$ cat src/hw/rtl/citl_pkg.sv
package citl_pkg;

    localparam int MaxRows     = 64;
    localparam int MaxPoints   = 1024;
    localparam int RowW        = 6;
    localparam int ColW        = 10;
    localparam int AddrW       = RowW + ColW;
    localparam int FracOne     = 65536;

    localparam logic [1:0] StQueryOk  = 2'd0;
    localparam logic [1:0] StRowBad   = 2'd1;
    localparam logic [1:0] StWriteOk  = 2'd2;
    localparam logic [1:0] StWriteBad = 2'd3;

    localparam logic       CmdWrite = 1'b0;
    localparam logic       CmdQuery = 1'b1;

    localparam logic [0:0] RegRows   = 1'd0;
    localparam logic [0:0] RegPoints = 1'd1;

    typedef struct packed {
        logic        command;
        logic [5:0]  row;
        logic [9:0]  column;
        logic [31:0] grid_wave;
        logic [31:0] width_in;
        logic [31:0] shape_in;
        logic [31:0] asym_in;
        logic [31:0] norm_in;
        logic [31:0] query_wave;
    } t_in_word;

    typedef struct packed {
        logic [1:0]  status;
        logic [31:0] width_out;
        logic [31:0] shape_out;
        logic [31:0] asym_out;
        logic [31:0] norm_out;
    } t_out_word;

    typedef struct packed {
        logic [31:0] width_v;
        logic [31:0] shape_v;
        logic [31:0] asym_v;
        logic [31:0] norm_v;
    } t_vals;

endpackage

$ cat src/hw/rtl/citl_div.sv
module citl_div
    import citl_pkg::*;
(
    input  logic        i_clk,
    input  logic        i_rst_n,
    input  logic        i_start,
    input  logic [31:0] i_num,
    input  logic [31:0] i_den,
    output logic        o_done,
    output logic [16:0] o_quo
);
    // restoring divide of (num << 16) / den, num <= den, 17 quotient bits
    logic [32:0] r_rem, n_rem;
    logic [31:0] r_den;
    logic [16:0] r_quo;
    logic [4:0]  r_cnt;
    logic        r_busy, r_done;
    logic [33:0] w_sh;

    // first step compares without a shift
    assign w_sh = (r_cnt == 5'd17) ? {1'b0, r_rem} : {r_rem, 1'b0};

    always_comb begin
        if (w_sh >= {2'b0, r_den}) begin
            n_rem = 33'(w_sh - {2'b0, r_den});
        end else begin
            n_rem = w_sh[32:0];
        end
    end

    always_ff @(posedge i_clk) begin
        if (!i_rst_n) begin
            r_busy <= 1'b0;
            r_done <= 1'b0;
            r_cnt  <= 5'd0;
        end else begin
            r_done <= 1'b0;
            if (i_start) begin
                r_busy <= 1'b1;
                r_cnt  <= 5'd17;
                r_rem  <= {1'b0, i_num};
                r_den  <= i_den;
                r_quo  <= 17'd0;
            end else if (r_busy) begin
                // first step yields the bit of weight 2^16
                r_rem <= n_rem;
                r_quo <= {r_quo[15:0], (w_sh >= {2'b0, r_den})};
                r_cnt <= r_cnt - 5'd1;
                if (r_cnt == 5'd1) begin
                    r_busy <= 1'b0;
                    r_done <= 1'b1;
                end
            end
        end
    end

    assign o_done = r_done;
    assign o_quo  = r_quo;
endmodule

$ cat config.mk
export PLATFORM = sky130hd
export DESIGN_NAME = citl_div
export DESIGN_NICKNAME = d
export VERILOG_FILES = /design/src/hw/rtl/citl_pkg.sv /design/src/hw/rtl/citl_div.sv
export SDC_FILE = /design/constraint.sdc
export NUM_CORES = 1
export LEC_CHECK = 0
export BUFFER_PORTS_ARGS = -buffer_cell sky130_fd_sc_hd__buf_2
export CORE_UTILIZATION = 50
export DETAILED_ROUTE_END_ITERATION = 16
export PLACE_DENSITY = 0.78
export SLEW_MARGIN = 25
export SYNTH_ARGS = -nofsm -noshare
export SYNTH_HDL_FRONTEND = slang
export SYNTH_SLANG_ARGS = --single-unit
$ cat constraint.sdc
create_clock -name i_clk -period 5.2 [get_ports i_clk]
set_input_delay 0.78 -clock i_clk [delete_from_list [all_inputs] [get_ports i_clk]]
set_output_delay 0.78 -clock i_clk [all_outputs]
set_load 0.02 [all_outputs]
# == Yosys cells after proc, flatten, opt, wreduce, memory -nomap -nowiden ==
# Cells that the tools add are included.
# classes
addsub,2
magnitude_cmp,1
n_eq_ne,2
muxes,11
bitwise,2
reduce_logical,5
# op_table
op,count
33-bit 2-to-1 mux,2
34-bit by 32-bit greater-or-equal comparator with 1-bit output,1
34-bit 2-to-1 mux,1
33-bit by 32-bit subtractor with 33-bit output,1
32-bit 2-to-1 mux,1
17-bit 2-to-1 mux,1
5-bit 2-to-1 mux,2
"5-bit by 1-bit equality test with 1-bit output, second input constant",1
"5-bit equality test, second input constant",1
"5-bit by 1-bit subtractor with 5-bit output, second input constant",1
1-bit 2-to-1 mux,4
2-bit AND reduction,2
3-bit OR reduction,1
1-bit NOT,2
2-bit nonzero test,1
2-bit OR reduction,1
# word_totals
ff_bits,89
inputBits,67
output_inout_bits,18

# == Depth between registers and ports, before layout ==
# depth
depth_word,6
ltp_mapped,18

# == Least setup slack after synthesis ==
# OpenSTA, ideal clock, no wires.
# synth_timing
kind,reg-to-reg
start,register r_cnt[1]
end,register r_rem[15] (data pin)
setup_ns,0.260
arrival_ns,3.900
required_time_ns,4.940
path_slack_ns,1.041
path_stages_with_launch,18
n_path_buf,4
period_less_slack_ns,4.159
path_cell_list,dfxtp_1 -> inv_1 -> ha_1 -> nand3_1 -> clkbuf_1 -> clkbuf_1 -> mux2_2 -> ha_1 -> clkbuf_1 -> nand3_1 -> o211ai_1 -> a2111o_1 -> a41o_1 -> or2_1 -> o21ai_4 -> buf_6 -> o21ai_1 -> mux2_2
# synth_via
elab_chain_len,6
word_cells_on_any_way,7
# synth_rtl
item,line,text
start: declaration,citl_div.sv:16,logic [4:0] r_cnt;
start signal: assignment,citl_div.sv:48,r_cnt <= r_cnt - 5'd1;
5-bit equality test *,citl_div.sv:21,"assign w_sh = (r_cnt == 5'd17) ? {1'b0, r_rem} : {r_rem, 1'b0};"
34-bit 2-to-1 mux *,citl_div.sv:21,
33-bit by 32-bit subtractor with 33-bit output or 34-bit by 32-bit greater-or-equal comparator with 1-bit output (tied branches),"citl_div.sv:25, citl_div.sv:24",
33-bit 2-to-1 mux *,citl_div.sv:24,"if (w_sh >= {2'b0, r_den}) begin"
33-bit 2-to-1 mux *,citl_div.sv:44,end else if (r_busy) begin
32-bit 2-to-1 mux *,citl_div.sv:38,if (i_start) begin
end signal: assignment,citl_div.sv:41,"r_rem <= {1'b0, i_num};"
end signal: assignment,citl_div.sv:46,r_rem <= n_rem;
end: declaration,citl_div.sv:13,"logic [32:0] r_rem, n_rem;"
# Every way passes the cells marked *; elsewhere a longest branch is shown, timed or not. The select of a mux whose other input is x is not followed.
# A chain may end at the register's enable or synchronous reset.

# == Worst setup path in the final report ==
# layout_timing
start,register r_cnt[2]
end,register r_rem[31] (data pin)
# The elaborated chain is that of the path after synthesis.

==> impl_results.md <==
* Outcome: completed
* Worst Skew at about 0.012 ns
* DR pass1 iterations at 5
* CTS tree: built
* Syn nets at 675
* Power per cell area at 381.6 nW/um2
* Slew Limit Headroom at 0.5832
* Maximum vdd drop at 0.2887 mV
* Fin. Hold Viols at 0
* CP Class: reg -> reg
* Avg Inst Size Synth at 10.35 um2
* Synth warnings at 0
* Hold buffers post-CTS at 0
* Maximum clock path buffer count at 2
* Antenna diodes at 0
* Via-to-Cell Ratio at 5.727
* Mapped Cells at 573
* Crit. Startpoint: r_cnt[2]$_SDFFE_PP0P_
* Global-route wire length before repair at ~21 mm
* Final Setup Violations at 0
* CTS resizes at 0
* RD Place Congestion at 0.9060
* Vias in the first global route at about 4,500
* Max Cap Viol at 0
* Final Util at 0.5919
* Ys flop type: edfxtp_1
* Tightest Pin Transition at between 0.6 and 0.7 ns
* Levels on crit path at 12
* Final min period at ~4.4 ns
* Total grt overflow at 0
* Post-synthesis sequential area ratio at 0.4386
* CP bufs+invs at 0
* Register bit total from synthesis at between 80 and 90
* Core Area at 11,470 um2
* Pwr Total at roughly 2.6 mW
* Share of cells above drive strength 1 at 0.2362
* Starting Density at 0.5174
* Unrepaired setup endpoints after global routing: no
* DRT iter0 DRCs at between 200 and 300
* Drt drc at 0
* Root buf cell: clkbuf_16
* Count of cell types in the netlist at 65
* Slowest cell delay on critical path at 0.54 ns
* IO Pins at 85
* Synth async-reset ratio at 0
* Reg2reg end: r_rem[31]$_DFFE_PP_
* DPL Wire Length at around 9.4 mm
* Width of the die at roughly 110 um
* CTS sink cnt at slightly below 90
* Synth area leaders: edfxtp_1, ha_1, mux2_2, a21oi_1, xnor2_1
* Final wirelength at 13.00 mm
* Setup TNS at 0 ns
* Slowest CP cell: o31ai_1
* Most common cell after layout, fill and taps aside: buf_2
* Peak fanout along the critical path at 6
* RR Startpoint: r_cnt[2]$_SDFFE_PP0P_
* Cell taking the most area after synthesis: edfxtp_1
* FP Rows at 39
* Required time of the critical path at about 5.3 ns
* Mapped Area at about 5900 um2
* Worst-Skew Late Latency at 0.36 ns
* Reg2Reg Depth at 12
* Antenna violations before repair at 0
* Crit path cell chain: nor2_1 > and3_1 > mux2_2 > ha_1 > o211ai_1 > a21oi_1 > o21ai_0 > o31ai_1 > a21boi_0 > nor4b_1 > a211oi_1 > a221o_1
* CP Data Arrival Time at approximately 4.6 ns
* H-tree lvl count at 3
* CP delay by family, top: compound AO/OA/AOI/OAI gates
* Port Buffers at 84
* Post-synth EDFFs at 82
* Gr usage total at 0.2184
* Post-CTS Setup Repair Bufs at 0
* Leakage power at about 2.9 nW
* Fin crit share at 0.8530
* Chip Height at between 100 and 150 um
* Critical Path End: r_rem[31]$_DFFE_PP_
* Area Overhead vs Synth at 14.40%
* CP endpoint kind: flip-flop
* Most frequent cells in the layout: buf_2, edfxtp_1, a21oi_1, inv_1
* R2r setup slk at between 0.7 and 0.8 ns
* Nets at between 700 and 800
* Via count at 4,553
* Clk slew on worst S/H paths at roughly 0.070 ns
* Pin count of the biggest net entering global routing at 47
* Fmax at about 230 MHz
* Die ar. at about 12,000 um2
* Routed Antenna Nets at 0
* Final-report max-slew violation count at 0
* Wire per inst at roughly 16 um
* Critical Path Source Type: flip-flop
* Worst Hold Class: reg -> reg
* Synth top area share at 0.4150
* Num CTS Buffers at 9
-- state kept, by name, indices dropped and copies added (netlist names) --
signal and flops:
r_cnt 5, o_done 1, r_rem 33, o_quo 17, r_den 32, r_busy 1
-- logic make-up after synthesis --
logic type | count (synthesis) | synth area share
and+or+nand+nor | 142 | 0.1259
buffers and inverters | 71 | 0.05103
AOI/OAI and AO/OA | 161 | 0.1824
DFF | 89 | 0.4386
muxes | 43 | 0.07971
xor gates and xnor gates | 32 | 0.04724
adders and majority gates | 35 | 0.07507
-- cells in the mapped netlist (all sizes together), types with 2 or more instances --
library cell,instances
o21ai,31
nor4b,2
a221o,6
buf,8
a311o,2
o21a,10
a211oi,3
ha,34
nor4,2
a21oi,51
dfxtp,7
nand4,6
a2111o,2
o31ai,3
xor2,12
o311ai,2
edfxtp,82
o21bai,4
xnor2,20
and2,4
inv,43
a21boi,7
and4,4
mux2,34
a31oi,5
a21o,19
mux2i,9
nand3,7
and3,12
nor3,7
or2,2
clkbuf,20
nand2,34
nor2b,19
nor2,32
nand2b,7
o211ai,5
-- cell type report --
| class | instances | area, um2 |
|---|---|---|
| Fill cell | 969 | 4679 |
| Timing Repair Buffer | 91 | 485.5 |
| Inverter | 43 | 161.4 |
| Clock inverter | 6 | 91.34 |
| Clock buffer | 10 | 239.0 |
| Multi-Input combinational cell | 413 | 3029 |
| Sequential cell | 89 | 2603 |
| Tap cell | 143 | 178.9 |
-- worst register-to-register path, cell delays in order (launching register included) --
cell and delay, ns:
dfxtp_1 0.33, nor2_1 0.26, and3_1 0.49, mux2_2 0.41
ha_1 0.38, o211ai_1 0.11, a21oi_1 0.26, o21ai_0 0.18
o31ai_1 0.54, a21boi_0 0.36, nor4b_1 0.41, a211oi_1 0.12
a221o_1 0.35
-- per-stage QoR --
step	cell area [um2]	setup WS (ns)	instances	hold slack (ns)
after CTS	6788	0.7673	795	0.4996
after global placement	6457	0.9240	779	0.4833
after detailed placement	6457	0.8129	779	0.4900
after floorplan	5933	1.041	573	0.4683
final	6788	0.7645	795	0.5025
after global routing	6788	0.4584	795	0.5074
-- worst min-delay path by stage --
stage,from,to,slack [ns],depth (start not counted)
2_1_floorplan,r_cnt[1]$_SDFFE_PP0P_,r_cnt[1]$_SDFFE_PP0P_,0.47,2
3_3_place_gp,r_cnt[1]$_SDFFE_PP0P_,r_cnt[1]$_SDFFE_PP0P_,0.48,2
3_5_place_dp,r_cnt[1]$_SDFFE_PP0P_,r_cnt[1]$_SDFFE_PP0P_,0.49,2
4_1_cts,r_cnt[1]$_SDFFE_PP0P_,r_cnt[1]$_SDFFE_PP0P_,0.50,2
5_1_grt,r_cnt[1]$_SDFFE_PP0P_,r_cnt[1]$_SDFFE_PP0P_,0.51,2
6_report,r_cnt[1]$_SDFFE_PP0P_,r_cnt[1]$_SDFFE_PP0P_,0.50,2
-- power by group --
part           internal [mW]  switching [mW]  total, mW
Combinational          0.423           0.539      0.962
Sequential             0.877          0.0318      0.909
Clock                  0.435           0.283      0.719
Total                   1.74           0.855       2.59
-- metal layers --
metal  routed length (um)  GRT usage  vias to the layer above
li1                     -          -                     2258
met1                 5802     0.2727                     2139
met2                 6302     0.3669                      141
met3                  680    0.05796                       15
met4                  214    0.07200                        0
met5                    0          0                        -
Note: power is estimated with default switching activity, not from simulation.
